File: config.mk
export PLATFORM = sky130hd
export DESIGN_NAME = gamepad_input_report_parser_flat
export DESIGN_NICKNAME = d
export VERILOG_FILES = /design/src/rtl/gipr_pkg.sv /design/src/rtl/gipr_report_if.sv /design/src/rtl/gipr_result_if.sv /design/src/rtl/gipr_cfg_if.sv /design/src/rtl/gamepad_input_report_parser.sv /design/src/rtl/gipr_ram.sv /design/src/rtl/gipr_front.sv /design/src/rtl/gipr_desc_fifo.sv /design/src/rtl/gipr_back.sv /design/src/flat_wrapper.sv
export SDC_FILE = /design/constraint.sdc
export NUM_CORES = 2
export LEC_CHECK = 0
export BUFFER_PORTS_ARGS = -buffer_cell sky130_fd_sc_hd__buf_2
export CAP_MARGIN = 0
export CELL_PAD_IN_SITES_DETAIL_PLACEMENT = 2
export CELL_PAD_IN_SITES_GLOBAL_PLACEMENT = 2
export CORE_UTILIZATION = 45
export DETAILED_ROUTE_END_ITERATION = 6
export PLACE_DENSITY = 0.68
export SETUP_SLACK_MARGIN = 0.02
export SYNTH_ARGS = -nofsm -noshare
export SYNTH_HDL_FRONTEND = slang
export SYNTH_HIERARCHICAL = 1
export SYNTH_SLANG_ARGS = --single-unit
File: constraint.sdc
create_clock -name clk -period 10.65 [get_ports clk]
set_input_delay 0.5325 -clock clk [delete_from_list [all_inputs] [get_ports clk]]
set_output_delay 0.5325 -clock clk [all_outputs]
set_load 0.005 [all_outputs]
File: src/rtl/gipr_pkg.sv
// Shared types, constants and helper functions of the input report parser.
// No dependencies; the front end, descriptor queue, back end and top level import this package.
`default_nettype none

package gipr_pkg;

	// Byte buffer geometry: two report banks of STORE_BYTES bytes each
	localparam int STORE_BYTES = 38;
	localparam int IDX_W       = $clog2(STORE_BYTES);
	localparam int ADDR_W      = IDX_W + 1;
	localparam int RAM_DEPTH   = 2 ** ADDR_W;

	// Report ids and minimum lengths
	localparam logic [7:0] ID_PRIMARY  = 8'h01;
	localparam logic [7:0] ID_EXTENDED = 8'h31;
	localparam logic [7:0] MIN_SHORT   = 8'd10;
	localparam logic [7:0] MIN_EXT     = 8'd17;
	localparam logic [7:0] MIN_EXT_OFS = 8'd16;
	localparam logic [7:0] COUNT_MAX   = 8'hff;

	// Byte positions inside the extended payload
	localparam logic [IDX_W-1:0] POS_DPAD   = IDX_W'(7);
	localparam logic [IDX_W-1:0] POS_BTN1   = IDX_W'(8);
	localparam logic [IDX_W-1:0] POS_BTN2   = IDX_W'(9);
	localparam logic [IDX_W-1:0] POS_BATT   = IDX_W'(10);
	localparam logic [IDX_W-1:0] POS_IMU    = IDX_W'(15);
	localparam logic [IDX_W-1:0] POS_TOUCH0 = IDX_W'(29);
	localparam logic [IDX_W-1:0] POS_TOUCH1 = IDX_W'(33);

	// Length thresholds of the optional groups, before the id offset
	localparam logic [7:0] NEED_BTN2  = 8'd9;
	localparam logic [7:0] NEED_BATT  = 8'd10;
	localparam logic [7:0] NEED_IMU   = 8'd27;
	localparam logic [7:0] NEED_TOUCH = 8'd37;

	// Result field codes
	localparam logic [4:0] FC_STATUS  = 5'd0;
	localparam logic [4:0] FC_LX      = 5'd1;
	localparam logic [4:0] FC_LY      = 5'd2;
	localparam logic [4:0] FC_RX      = 5'd3;
	localparam logic [4:0] FC_RY      = 5'd4;
	localparam logic [4:0] FC_L2      = 5'd5;
	localparam logic [4:0] FC_R2      = 5'd6;
	localparam logic [4:0] FC_DPAD    = 5'd7;
	localparam logic [4:0] FC_BUTTONS = 5'd8;
	localparam logic [4:0] FC_BATTERY = 5'd9;
	localparam logic [4:0] FC_GYRO_X  = 5'd10;
	localparam logic [4:0] FC_GYRO_Y  = 5'd11;
	localparam logic [4:0] FC_GYRO_Z  = 5'd12;
	localparam logic [4:0] FC_ACC_X   = 5'd13;
	localparam logic [4:0] FC_ACC_Y   = 5'd14;
	localparam logic [4:0] FC_ACC_Z   = 5'd15;
	localparam logic [4:0] FC_T0_ACT  = 5'd16;
	localparam logic [4:0] FC_T0_ID   = 5'd17;
	localparam logic [4:0] FC_T0_X    = 5'd18;
	localparam logic [4:0] FC_T0_Y    = 5'd19;
	localparam logic [4:0] FC_T1_ACT  = 5'd20;
	localparam logic [4:0] FC_T1_ID   = 5'd21;
	localparam logic [4:0] FC_T1_X    = 5'd22;
	localparam logic [4:0] FC_T1_Y    = 5'd23;
	localparam logic [4:0] FC_LAST    = FC_T1_Y;

	// Status values
	localparam logic [15:0] ST_OK    = 16'd0;
	localparam logic [15:0] ST_SHORT = 16'd1;

	localparam logic [3:0] DPAD_NONE = 4'd8;

	// One finished report waiting for the back end
	typedef struct packed {
		logic       bank;
		logic [7:0] size;
		logic [7:0] id;
		logic       wireless;
	} desc_t;

	// Bank handed back once every read of a run is issued
	typedef struct packed {
		logic valid;
		logic bank;
	} release_t;

	function automatic logic [15:0] dpad_of(input logic [7:0] b0);
		logic [3:0] d;
		d = b0[3:0];
		return (d <= DPAD_NONE) ? {12'd0, d} : {12'd0, DPAD_NONE};
	endfunction

	function automatic logic [15:0] buttons_of(input logic [7:0] b0, input logic [7:0] b1,
			input logic [7:0] b2, input logic mute_ok);
		return {1'b0, mute_ok & b2[2], b2[1:0], b1, b0[7:4]};
	endfunction

endpackage

`default_nettype wire

File: src/rtl/gipr_report_if.sv
// Report byte channel: valid/ready with one byte and a last-byte flag.
// Standalone; no package needed.
`default_nettype none

interface gipr_report_if;
	logic       valid;
	logic       ready;
	logic [7:0] report_byte;
	logic       final_byte;

	modport source(output valid, output report_byte, output final_byte, input ready);
	modport sink(input valid, input report_byte, input final_byte, output ready);
endinterface

`default_nettype wire

File: src/rtl/gipr_result_if.sv
// Result channel: valid/ready with field code, signed value and run end flag.
// Standalone; no package needed.
`default_nettype none

interface gipr_result_if;
	logic               valid;
	logic               ready;
	logic        [4:0]  field_code;
	logic signed [15:0] field_value;
	logic               run_end;

	modport source(output valid, output field_code, output field_value, output run_end,
		input ready);
	modport sink(input valid, input field_code, input field_value, input run_end,
		output ready);
endinterface

`default_nettype wire

File: src/rtl/gipr_cfg_if.sv
// Configuration write channel: valid/ready with the wireless link bit.
// Standalone; no package needed.
`default_nettype none

interface gipr_cfg_if;
	logic valid;
	logic ready;
	logic wireless_link;

	modport source(output valid, output wireless_link, input ready);
	modport sink(input valid, input wireless_link, output ready);
endinterface

`default_nettype wire

File: src/rtl/gamepad_input_report_parser.sv
// Top level of the controller input report parser: front end, descriptor
// queue, two-bank byte buffer and back end. Depends on gipr_pkg and the gipr_* files.
`default_nettype none

// Report bytes are taken at one per cycle while input is not stalled into one of
// two 38-byte banks of a two-read-port buffer; the length counts up to 255. The
// last byte queues the report and switches banks, so the next report streams in
// while the back end emits the current one. The back end gives one result per
// cycle while the result channel is ready: the status and, for a valid report,
// 23 field results; a too-short report gives the status alone. The status passes
// from the transfer of the last byte through the descriptor queue, the run
// registers, the buffer read and the output register. Byte input stalls only when
// both banks hold reports whose runs have not yet been read out. The wireless_link
// register may be written at any time but is sampled into each report at its last
// byte.
module gamepad_input_report_parser (
	input  wire logic     clk,
	input  wire logic     arst_n,
	gipr_report_if.sink   report,
	gipr_result_if.source result,
	gipr_cfg_if.sink      cfg
);
	import gipr_pkg::*;

	logic              push;
	desc_t             push_desc;
	desc_t             head;
	logic              fifo_empty;
	logic              fifo_full;
	logic              pop;
	release_t          release_bank;
	logic              wr_en;
	logic [ADDR_W-1:0] wr_addr;
	logic [7:0]        wr_data;
	logic              rd_en;
	logic [ADDR_W-1:0] rd_addr0;
	logic [ADDR_W-1:0] rd_addr1;
	logic [7:0]        rd_data0;
	logic [7:0]        rd_data1;

	gipr_front u_front (
		.clk          (clk),
		.arst_n       (arst_n),
		.report       (report),
		.cfg          (cfg),
		.release_bank (release_bank),
		.fifo_full    (fifo_full),
		.push         (push),
		.push_desc    (push_desc),
		.wr_en        (wr_en),
		.wr_addr      (wr_addr),
		.wr_data      (wr_data)
	);

	gipr_desc_fifo u_fifo (
		.clk       (clk),
		.arst_n    (arst_n),
		.push      (push),
		.push_desc (push_desc),
		.pop       (pop),
		.head      (head),
		.empty     (fifo_empty),
		.full      (fifo_full)
	);

	gipr_ram #(
		.WIDTH (8),
		.DEPTH (RAM_DEPTH)
	) u_buf (
		.clk      (clk),
		.wr_en    (wr_en),
		.wr_addr  (wr_addr),
		.wr_data  (wr_data),
		.rd_en    (rd_en),
		.rd_addr0 (rd_addr0),
		.rd_addr1 (rd_addr1),
		.rd_data0 (rd_data0),
		.rd_data1 (rd_data1)
	);

	gipr_back u_back (
		.clk          (clk),
		.arst_n       (arst_n),
		.fifo_empty   (fifo_empty),
		.head         (head),
		.pop          (pop),
		.release_bank (release_bank),
		.rd_en        (rd_en),
		.rd_addr0     (rd_addr0),
		.rd_addr1     (rd_addr1),
		.rd_data0     (rd_data0),
		.rd_data1     (rd_data1),
		.result       (result)
	);

endmodule

`default_nettype wire

File: src/rtl/gipr_ram.sv
// Generic RAM: one write port, two read ports with registered read data.
// No dependencies.
`default_nettype none

module gipr_ram #(
	parameter int WIDTH = 8,
	parameter int DEPTH = 64
) (
	input  wire logic                     clk,
	input  wire logic                     wr_en,
	input  wire logic [$clog2(DEPTH)-1:0] wr_addr,
	input  wire logic [WIDTH-1:0]         wr_data,
	input  wire logic                     rd_en,
	input  wire logic [$clog2(DEPTH)-1:0] rd_addr0,
	input  wire logic [$clog2(DEPTH)-1:0] rd_addr1,
	output logic      [WIDTH-1:0]         rd_data0,
	output logic      [WIDTH-1:0]         rd_data1
);

	logic [WIDTH-1:0] mem_q [DEPTH];

	// Write port
	always_ff @(posedge clk) begin
		if (wr_en) begin
			mem_q[wr_addr] <= wr_data;
		end
	end

	// Read ports; data holds while rd_en is low
	always_ff @(posedge clk) begin
		if (rd_en) begin
			rd_data0 <= mem_q[rd_addr0];
			rd_data1 <= mem_q[rd_addr1];
		end
	end

endmodule

`default_nettype wire

File: src/rtl/gipr_front.sv
// Front end: takes report bytes, writes them to the current bank, counts length
// and queues a descriptor at the last byte. Depends on gipr_pkg, gipr_report_if, gipr_cfg_if.
`default_nettype none

module gipr_front (
	input  wire logic                          clk,
	input  wire logic                          arst_n,
	gipr_report_if.sink                        report,
	gipr_cfg_if.sink                           cfg,
	input  wire gipr_pkg::release_t            release_bank,
	input  wire logic                          fifo_full,
	output logic                               push,
	output gipr_pkg::desc_t                    push_desc,
	output logic                               wr_en,
	output logic [gipr_pkg::ADDR_W-1:0]        wr_addr,
	output logic [7:0]                         wr_data
);
	import gipr_pkg::*;

	logic       wireless_q;
	logic [7:0] count_q;
	logic [7:0] id_q;
	logic       bank_q;
	logic [1:0] busy_q;
	logic       xfer;
	logic [7:0] count_next;

	// Configuration register is always writable
	assign cfg.ready = 1'b1;

	always_ff @(posedge clk or negedge arst_n) begin
		if (!arst_n) begin
			wireless_q <= 1'b0;
		end else if (cfg.valid) begin
			wireless_q <= cfg.wireless_link;
		end
	end

	// Stall while the bank being filled still belongs to an unfinished run or the descriptor queue is full
	assign report.ready = !busy_q[bank_q] && !fifo_full;
	assign xfer         = report.valid && report.ready;
	assign count_next   = (count_q == COUNT_MAX) ? COUNT_MAX : count_q + 8'd1;

	// Store leading bytes of the report
	assign wr_en   = xfer && (count_q < 8'(STORE_BYTES));
	assign wr_addr = {bank_q, count_q[IDX_W-1:0]};
	assign wr_data = report.report_byte;

	// Descriptor of the finished report
	assign push               = xfer && report.final_byte;
	assign push_desc.bank     = bank_q;
	assign push_desc.size     = count_next;
	assign push_desc.id       = (count_q == 8'd0) ? report.report_byte : id_q;
	assign push_desc.wireless = wireless_q;

	// Count bytes, switch banks at the end of a report
	always_ff @(posedge clk or negedge arst_n) begin
		if (!arst_n) begin
			count_q <= 8'd0;
			bank_q  <= 1'b0;
			busy_q  <= 2'b00;
		end else begin
			if (xfer) begin
				if (report.final_byte) begin
					count_q <= 8'd0;
					bank_q  <= !bank_q;
				end else begin
					count_q <= count_next;
				end
			end
			if (release_bank.valid) begin
				busy_q[release_bank.bank] <= 1'b0;
			end
			if (push) begin
				busy_q[bank_q] <= 1'b1;
			end
		end
	end

	// Hold the id byte for classification
	always_ff @(posedge clk) begin
		if (xfer && count_q == 8'd0) begin
			id_q <= report.report_byte;
		end
	end

endmodule

`default_nettype wire

File: src/rtl/gipr_desc_fifo.sv
// Two-entry descriptor queue between front and back end.
// Depends on gipr_pkg.
`default_nettype none

module gipr_desc_fifo (
	input  wire logic            clk,
	input  wire logic            arst_n,
	input  wire logic            push,
	input  wire gipr_pkg::desc_t push_desc,
	input  wire logic            pop,
	output gipr_pkg::desc_t      head,
	output logic                 empty,
	output logic                 full
);
	import gipr_pkg::*;

	desc_t      entry_q [2];
	logic       wptr_q;
	logic       rptr_q;
	logic [1:0] fill_q;

	assign head  = entry_q[rptr_q];
	assign empty = (fill_q == 2'd0);
	assign full  = (fill_q == 2'd2);

	// Advance pointers and fill level
	always_ff @(posedge clk or negedge arst_n) begin
		if (!arst_n) begin
			wptr_q <= 1'b0;
			rptr_q <= 1'b0;
			fill_q <= 2'd0;
		end else begin
			if (push) begin
				wptr_q <= !wptr_q;
			end
			if (pop) begin
				rptr_q <= !rptr_q;
			end
			case ({push, pop})
				2'b10:   fill_q <= fill_q + 2'd1;
				2'b01:   fill_q <= fill_q - 2'd1;
				default: fill_q <= fill_q;
			endcase
		end
	end

	always_ff @(posedge clk) begin
		if (push) begin
			entry_q[wptr_q] <= push_desc;
		end
	end

endmodule

`default_nettype wire

File: src/rtl/gipr_back.sv
// Back end: walks the field codes of one report, reads its bank through the
// two-port buffer and forms each result. Depends on gipr_pkg, gipr_result_if.
`default_nettype none

module gipr_back (
	input  wire logic                   clk,
	input  wire logic                   arst_n,
	input  wire logic                   fifo_empty,
	input  wire gipr_pkg::desc_t        head,
	output logic                        pop,
	output gipr_pkg::release_t          release_bank,
	output logic                        rd_en,
	output logic [gipr_pkg::ADDR_W-1:0] rd_addr0,
	output logic [gipr_pkg::ADDR_W-1:0] rd_addr1,
	input  wire logic [7:0]             rd_data0,
	input  wire logic [7:0]             rd_data1,
	gipr_result_if.source               result
);
	import gipr_pkg::*;

	// Current run
	logic       active_q;
	logic [4:0] code_q;
	logic       bank_q;
	logic [7:0] size_q;
	logic       short_q;
	logic       off_q;
	logic       ok_q;

	// Read-data stage
	logic       valid_s2;
	logic [4:0] code_s2;
	logic       end_s2;
	logic       ok_s2;
	logic       short_s2;
	logic       b2en_s2;
	logic       batten_s2;
	logic       imuen_s2;
	logic       touchen_s2;
	logic [7:0] b0_q;

	// Output register
	logic        out_valid_q;
	logic [4:0]  out_code_q;
	logic [15:0] out_value_q;
	logic        out_end_q;

	logic       out_free;
	logic       move_s2;
	logic       free_s2;
	logic       issue;
	logic       last_issue;
	logic       head_short;
	logic       head_off;
	logic       head_ok;
	logic [7:0] off8;
	logic [IDX_W-1:0] base0;
	logic [IDX_W-1:0] base1;
	logic [IDX_W-1:0] idx0;
	logic [IDX_W-1:0] idx1;
	logic [15:0] value;

	// Handshake chain from the output back to the issue point
	assign out_free   = !out_valid_q || result.ready;
	assign move_s2    = valid_s2 && out_free;
	assign free_s2    = !valid_s2 || move_s2;
	assign issue      = active_q && free_s2;
	assign last_issue = issue && (code_q == FC_LAST || !ok_q);
	assign pop        = !fifo_empty && (!active_q || last_issue);

	assign release_bank.valid = last_issue;
	assign release_bank.bank  = bank_q;

	// Classify the queued report
	assign head_short = head.wireless && (head.id == ID_PRIMARY);
	assign head_off   = !head_short && (head.id == ID_PRIMARY || head.id == ID_EXTENDED);
	assign head_ok    = head_short ? (head.size >= MIN_SHORT)
		: (head.size >= MIN_EXT && head.size >= MIN_EXT_OFS + {7'd0, head_off});

	// Load the next run, advance the code counter
	always_ff @(posedge clk or negedge arst_n) begin
		if (!arst_n) begin
			active_q <= 1'b0;
			code_q   <= FC_STATUS;
		end else if (pop) begin
			active_q <= 1'b1;
			code_q   <= FC_STATUS;
		end else if (last_issue) begin
			active_q <= 1'b0;
		end else if (issue) begin
			code_q <= code_q + 5'd1;
		end
	end

	always_ff @(posedge clk) begin
		if (pop) begin
			bank_q  <= head.bank;
			size_q  <= head.size;
			short_q <= head_short;
			off_q   <= head_off;
			ok_q    <= head_ok;
		end
	end

	// Byte positions of each field, before the id offset
	always_comb begin
		base0 = '0;
		base1 = '0;
		if (short_q) begin
			case (code_q)
				FC_LX, FC_LY, FC_RX, FC_RY: base0 = IDX_W'(code_q);
				FC_L2:      base0 = IDX_W'(8);
				FC_R2:      base0 = IDX_W'(9);
				FC_DPAD:    base0 = IDX_W'(5);
				FC_BUTTONS: begin
					base0 = IDX_W'(6);
					base1 = IDX_W'(7);
				end
				default:    base0 = '0;
			endcase
		end else begin
			case (code_q)
				FC_LX, FC_LY, FC_RX, FC_RY, FC_L2, FC_R2:
					base0 = IDX_W'(code_q) - IDX_W'(1);
				FC_DPAD:    base0 = POS_DPAD;
				FC_BUTTONS: begin
					base0 = POS_BTN1;
					base1 = POS_BTN2;
				end
				FC_BATTERY: base0 = POS_BATT;
				FC_GYRO_X, FC_GYRO_Y, FC_GYRO_Z, FC_ACC_X, FC_ACC_Y, FC_ACC_Z: begin
					base0 = POS_IMU + {code_q[IDX_W-2:0] - (IDX_W-1)'(FC_GYRO_X), 1'b0};
					base1 = base0 + IDX_W'(1);
				end
				FC_T0_ACT, FC_T0_ID: base0 = POS_TOUCH0;
				FC_T0_X: begin
					base0 = POS_TOUCH0 + IDX_W'(1);
					base1 = POS_TOUCH0 + IDX_W'(2);
				end
				FC_T0_Y: begin
					base0 = POS_TOUCH0 + IDX_W'(2);
					base1 = POS_TOUCH0 + IDX_W'(3);
				end
				FC_T1_ACT, FC_T1_ID: base0 = POS_TOUCH1;
				FC_T1_X: begin
					base0 = POS_TOUCH1 + IDX_W'(1);
					base1 = POS_TOUCH1 + IDX_W'(2);
				end
				FC_T1_Y: begin
					base0 = POS_TOUCH1 + IDX_W'(2);
					base1 = POS_TOUCH1 + IDX_W'(3);
				end
				default: base0 = '0;
			endcase
		end
	end

	assign idx0     = base0 + {{(IDX_W-1){1'b0}}, off_q};
	assign idx1     = base1 + {{(IDX_W-1){1'b0}}, off_q};
	assign rd_en    = issue;
	assign rd_addr0 = {bank_q, idx0};
	assign rd_addr1 = {bank_q, idx1};
	assign off8     = {7'd0, off_q};

	// Register the field's control next to the read data
	always_ff @(posedge clk or negedge arst_n) begin
		if (!arst_n) begin
			valid_s2 <= 1'b0;
		end else if (free_s2) begin
			valid_s2 <= issue;
		end
	end

	always_ff @(posedge clk) begin
		if (issue) begin
			code_s2    <= code_q;
			end_s2     <= (code_q == FC_LAST) || !ok_q;
			ok_s2      <= ok_q;
			short_s2   <= short_q;
			b2en_s2    <= size_q > off8 + NEED_BTN2;
			batten_s2  <= size_q > off8 + NEED_BATT;
			imuen_s2   <= size_q >= off8 + NEED_IMU;
			touchen_s2 <= size_q >= off8 + NEED_TOUCH;
		end
		if (move_s2 && code_s2 == FC_DPAD) begin
			b0_q <= rd_data0;
		end
	end

	// Form the field value from the bytes read
	always_comb begin
		value = 16'd0;
		case (code_s2)
			FC_STATUS: value = ok_s2 ? ST_OK : ST_SHORT;
			FC_LX, FC_LY, FC_RX, FC_RY, FC_L2, FC_R2: value = {8'd0, rd_data0};
			FC_DPAD:   value = dpad_of(rd_data0);
			FC_BUTTONS: begin
				if (short_s2) begin
					value = buttons_of(b0_q, rd_data0, rd_data1, 1'b0);
				end else begin
					value = buttons_of(b0_q, rd_data0, b2en_s2 ? rd_data1 : 8'd0, 1'b1);
				end
			end
			FC_BATTERY: value = (!short_s2 && batten_s2) ? {8'd0, rd_data0} : 16'd0;
			FC_GYRO_X, FC_GYRO_Y, FC_GYRO_Z, FC_ACC_X, FC_ACC_Y, FC_ACC_Z:
				value = (!short_s2 && imuen_s2) ? {rd_data1, rd_data0} : 16'd0;
			FC_T0_ACT, FC_T1_ACT:
				value = (!short_s2 && touchen_s2) ? {15'd0, !rd_data0[7]} : 16'd0;
			FC_T0_ID, FC_T1_ID:
				value = (!short_s2 && touchen_s2) ? {9'd0, rd_data0[6:0]} : 16'd0;
			FC_T0_X, FC_T1_X:
				value = (!short_s2 && touchen_s2) ? {4'd0, rd_data1[3:0], rd_data0} : 16'd0;
			FC_T0_Y, FC_T1_Y:
				value = (!short_s2 && touchen_s2) ? {4'd0, rd_data1, rd_data0[7:4]} : 16'd0;
			default: value = 16'd0;
		endcase
	end

	// Output register: hold until the transfer completes
	always_ff @(posedge clk or negedge arst_n) begin
		if (!arst_n) begin
			out_valid_q <= 1'b0;
		end else if (out_free) begin
			out_valid_q <= valid_s2;
		end
	end

	always_ff @(posedge clk) begin
		if (move_s2) begin
			out_code_q  <= code_s2;
			out_value_q <= value;
			out_end_q   <= end_s2;
		end
	end

	assign result.valid       = out_valid_q;
	assign result.field_code  = out_code_q;
	assign result.field_value = $signed(out_value_q);
	assign result.run_end     = out_end_q;

endmodule

`default_nettype wire
File: src/flat_wrapper.sv
// flat-port wrapper written by rule: the top's interface ports become plain ports
module gamepad_input_report_parser_flat import gipr_pkg::*;
  (clk, arst_n, report_valid, report_report_byte, report_final_byte, report_ready, result_valid, result_field_code, result_field_value, result_run_end, result_ready, cfg_valid, cfg_wireless_link, cfg_ready);
  gipr_report_if report_i ();
  gipr_result_if result_i ();
  gipr_cfg_if cfg_i ();
  input  wire logic clk;
  input  wire logic arst_n;
  input wire logic [$bits(report_i.valid)-1:0] report_valid;
  input wire logic [$bits(report_i.report_byte)-1:0] report_report_byte;
  input wire logic [$bits(report_i.final_byte)-1:0] report_final_byte;
  output wire logic [$bits(report_i.ready)-1:0] report_ready;
  output wire logic [$bits(result_i.valid)-1:0] result_valid;
  output wire logic [$bits(result_i.field_code)-1:0] result_field_code;
  output wire logic [$bits(result_i.field_value)-1:0] result_field_value;
  output wire logic [$bits(result_i.run_end)-1:0] result_run_end;
  input wire logic [$bits(result_i.ready)-1:0] result_ready;
  input wire logic [$bits(cfg_i.valid)-1:0] cfg_valid;
  input wire logic [$bits(cfg_i.wireless_link)-1:0] cfg_wireless_link;
  output wire logic [$bits(cfg_i.ready)-1:0] cfg_ready;
  assign report_i.valid = report_valid;
  assign report_i.report_byte = report_report_byte;
  assign report_i.final_byte = report_final_byte;
  assign report_ready = report_i.ready;
  assign result_valid = result_i.valid;
  assign result_field_code = result_i.field_code;
  assign result_field_value = result_i.field_value;
  assign result_run_end = result_i.run_end;
  assign result_i.ready = result_ready;
  assign cfg_i.valid = cfg_valid;
  assign cfg_i.wireless_link = cfg_wireless_link;
  assign cfg_ready = cfg_i.ready;
  gamepad_input_report_parser u_core (.clk(clk), .arst_n(arst_n), .report(report_i), .result(result_i), .cfg(cfg_i));
endmodule
==> impl_metrics.py <==
metrics = {
    "status": {
        "status": "finished, final reports clean",
    },
    "yosys": {
        "synth_compound_area_share_pct": 1.754,
        "synth_seq_cells": 1158,
        "synth_flop_cell": "edfxtp_1",
        "synth_edf_count": 1134,
        "synth-simple-area-share_pct": 2.766,
        "synth_warnings": 6,
        "synthArstFlopShare_pct": 2.073,
        "syn_nets": 2661,
        "synthAdderAreaFrac_pct": 0.5738,
        "syn-cell-area_um2": 54510,
        "synthXorXnorAreaFrac_pct": 0.3535,
        "syn_avg_cell_area_um2": 20.80,
        "synth.distinct_cells": 78,
        "syn_inst": 2621,
        "synth_top_family_by_area": "multiplexers",
        "muxShareOfSynthArea_pct": 28.81,
        "synth_seq_area_share_pct": 63.57,
    },
    "global_routing": {
        "grt-ovfl-total": 0,
        "grt_pass1_vias": 31460,
        "grt_first_pass_wirelength_mm": 239.7,
        "track_usage_pct": 28.13,
        "antenna_found_initial": 4,
        "grt_start_max_net_pins": 132,
    },
    "power_and_ir_drop": {
        "power_density_nw_per_um2": 276.2,
        "vdd_ir_drop_max_v": 0.0003358,
        "switching_share_pct": 34.68,
        "power.switching_uw": 5814,
        "pwr-share-comb_pct": 41.9,
        "p_int_uw": 10950,
        "finalPower_uw": 16760,
        "seqPwrFrac_pct": 32.4,
        "p_leak_uw": 0.01859,
        "pwr-share-clk_pct": 25.7,
    },
    "critical_path": {
        "crit_type": "register to register",
        "worst_path_max_delay_cell": "buf_4",
        "arrival_ns": 7.65,
        "cp-end-kind": "register",
        "worst_setup_path_start_kind": "register",
        "cp_cell_sequence": "inv_1, ha_1, or4b_4, a31oi_1, o211ai_1, and2_1, ha_4, xnor2_2, buf_12, buf_4, mux4_2, mux4_2, mux4_2, mux2_2",
        "crit_path_frequent_cell": "mux4_2",
        "crit_buf_inv": 3,
        "required_ns": 11.14,
        "worstPathMaxFanout": 115,
        "cp_top_family": "multiplexers",
        "slowest_delay_ns": 0.77,
    },
    "die": {
        "core_area_um2": 120000,
        "die_area_um2": 122500,
        "die_h_um": 350.1,
        "start_util_pct": 45.44,
        "rows": 127,
        "boundaryPins": 40,
        "die_w_um": 350.1,
    },
    "final_layout": {
        "utilization_pct": 50.59,
        "area_growth_pct": 11.34,
        "n_fill_cell": 10200,
        "drive_gt1_share_pct": 38.37,
        "most-common-layout-cells": "edfxtp_1 (1134), mux4_2 (672), nor2_1 (150), clkbuf_16 (138), buf_4 (98)",
        "final_common_cell": "edfxtp_1",
        "nNetsFinal": 2721,
    },
    "placed_design": {
        "dpl.hpwl_mm": 107.8,
        "port_buffers": 38,
        "gp_congestion": 0.8597,
        "dp_slack_ns": 3.510,
    },
    "clock_tree": {
        "cts_buffers": 133,
        "clk_latency_ns": 0.76,
        "clk_path_buf_depth": 3,
        "htree_levels": 4,
        "cts_root_buffer": "clkbuf_16",
        "cts_sinks": 1158,
        "cts_tree": "done",
        "path_clk_slew_ns": 0.06,
        "cts_hold_buf": 1,
        "ctsResizeCount": 0,
        "post-cts-setup-buffer-count": 0,
    },
    "drt": {
        "via_count": 29300,
        "firstDrtPassIters": 5,
        "drc": 0,
        "vias_per_cell": 6.678,
        "wl_per_cell_um": 38.56,
        "drt-initial-drc-count": 3450,
        "wl_mm": 169.2,
        "ant_nets": 0,
    },
    "timing": {
        "setup_slack_ns": 3.493,
        "max-slew-margin-rel_pct": 6.350,
        "rsz0062_at_grt": "no",
        "finalSetupViolCount": 0,
        "timing.fmax_mhz": 139.7,
        "setup_tns_ns": 0,
        "period_share_pct": 67.20,
        "finalCriticalPeriod_ns": 7.157,
        "slew_violations": 0,
        "hold_viol": 0,
        "hold_ws_ns": 0.06269,
        "worstMarginPinSlew_ns": 1.400,
        "skew_ns": 0.03387,
    },
    "flow_run": {
        "drv_cap": 0,
    },
    "worst_hold_path": {
        "hold_path.class": "primary input to register",
    },
}
==> final cells by class <==
class	instances	area [µm²]	area share (%)
clock inverter	68	476.7	0.7854
tap	1612	2017	3.323
clock buffer	159	3532	5.819
sequential	1158	34650	57.09
timing repair buffer	135	1016	1.674
antenna	2	5.005	0.008245
multi-input combinational	1222	18880	31.11
inverter	31	116.4	0.1917
==> power groups by stage <==
stage | clock network [µW] | logic (µW) | registers, µW
2_1_floorplan | 0 | 4850 | 5390
3_3_place_gp | 0 | 6950 | 5510
3_5_place_dp | 0 | 7040 | 5520
4_1_cts | 4390 | 7070 | 5430
5_1_grt | 4540 | 7330 | 5450
6_report | 4300 | 7030 | 5430
==> flip-flops by register name (all words and copies together), names as in the netlist, 8 cells and up <==
signal / flops
u_core/u_back/result.field_value: 16
u_core/u_back/size_q: 8
u_core/u_buf/mem_q: 1024
u_core/u_buf/rd_data0: 8
u_core/u_buf/rd_data1: 8
u_core/u_fifo/entry_q: 36
u_core/u_front/count_q: 8
u_core/u_front/id_q: 8
==> cells in the mapped netlist, drive strengths merged (3+ instances only) <==
cell type,number,share of area [%]
and3,8,0.092
o21ai,31,0.28
inv,31,0.21
nand2b,6,0.069
o22ai,3,0.034
a21bo,3,0.055
mux2,44,0.97
nor3,22,0.20
and2,11,0.13
nor4,5,0.069
nor2b,13,0.15
nand3,20,0.20
edfxtp,1134,62
o21bai,3,0.041
nor3b,3,0.041
xor2,12,0.19
xnor2,10,0.16
clkbuf,85,0.59
nor2,150,1.0
o22a,4,0.064
o21a,3,0.041
mux2i,4,0.073
a21boi,3,0.041
or3,4,0.046
dfrtp,24,1.1
a31oi,9,0.10
a211o,3,0.048
buf,125,1.4
mux4,672,28
nand4,7,0.080
a21oi,26,0.24
or2,6,0.069
a21o,4,0.055
ha,25,0.57
nand2,51,0.35
a22o,9,0.14
a222oi,7,0.13
a211oi,3,0.041
==> worst reg2reg max path: stages (launching register included) <==
cell and delay (ns):
dfrtp_1 0.65, inv_1 0.28, ha_1 0.41, or4b_4 0.58, a31oi_1 0.64, o211ai_1 0.20
and2_1 0.24, ha_4 0.18, xnor2_2 0.28, buf_12 0.56, buf_4 0.92, mux4_2 0.45
mux4_2 0.59, mux4_2 0.63, mux2_2 0.32
==> routing by layer <==
metal	global-route usage, %	vias up	share of wire [%]
li1	-	11460	-
met1	38.67	16320	40
met2	45.89	1258	50
met3	4.867	264	7.0
met4	9.237	2	3.3
met5	0	-	0.0077
==> kinds of logic (layout without fill, tap and decap cells) <==
group / after synthesis / count (layout)
AO/OA/AOI/OAI: 135 / 135
XOR/XNOR: 22 / 22
adder cells (fa/ha/maj): 25 / 25
buffers and inverters: 241 / 393
flip-flops: 1158 / 1158
multiplexers: 720 / 720
other: 1 / 3
AND/OR/NAND/NOR: 319 / 319
==> stage by stage <==
step           cells  area (µm²)
2_1_floorplan   2621       54510
3_3_place_gp    4157       56670
3_5_place_dp    4157       56670
4_1_cts         4385       60690
5_1_grt         4385       60690
6_report        4387       60700
==> worst paths after layout <==
check,start,endpoint,slack [ns],depth (start not counted)
worst min register to register,u_core/u_back/end_s2$_DFFE_PP_,u_core/u_back/result.run_end$_DFFE_PP_,0.42,0
worst min-delay path,cfg_wireless_link,u_core/u_front/wireless_q$_DFFE_PN0P_,0.06,2
worst max register to register,u_core/u_back/code_q[0]$_DFFE_PN0P_,u_core/u_buf/rd_data1[7]$_DFFE_PP_,3.49,14
max in group asynchronous,arst_n,u_core/u_front/count_q[6]$_DFFE_PN0P_,9.85,2
worst max-delay path,u_core/u_back/code_q[0]$_DFFE_PN0P_,u_core/u_buf/rd_data1[7]$_DFFE_PP_,3.49,14
min in group asynchronous,arst_n,u_core/u_front/count_q[1]$_DFFE_PN0P_,0.37,2
Power figures use the tool's default switching activity.
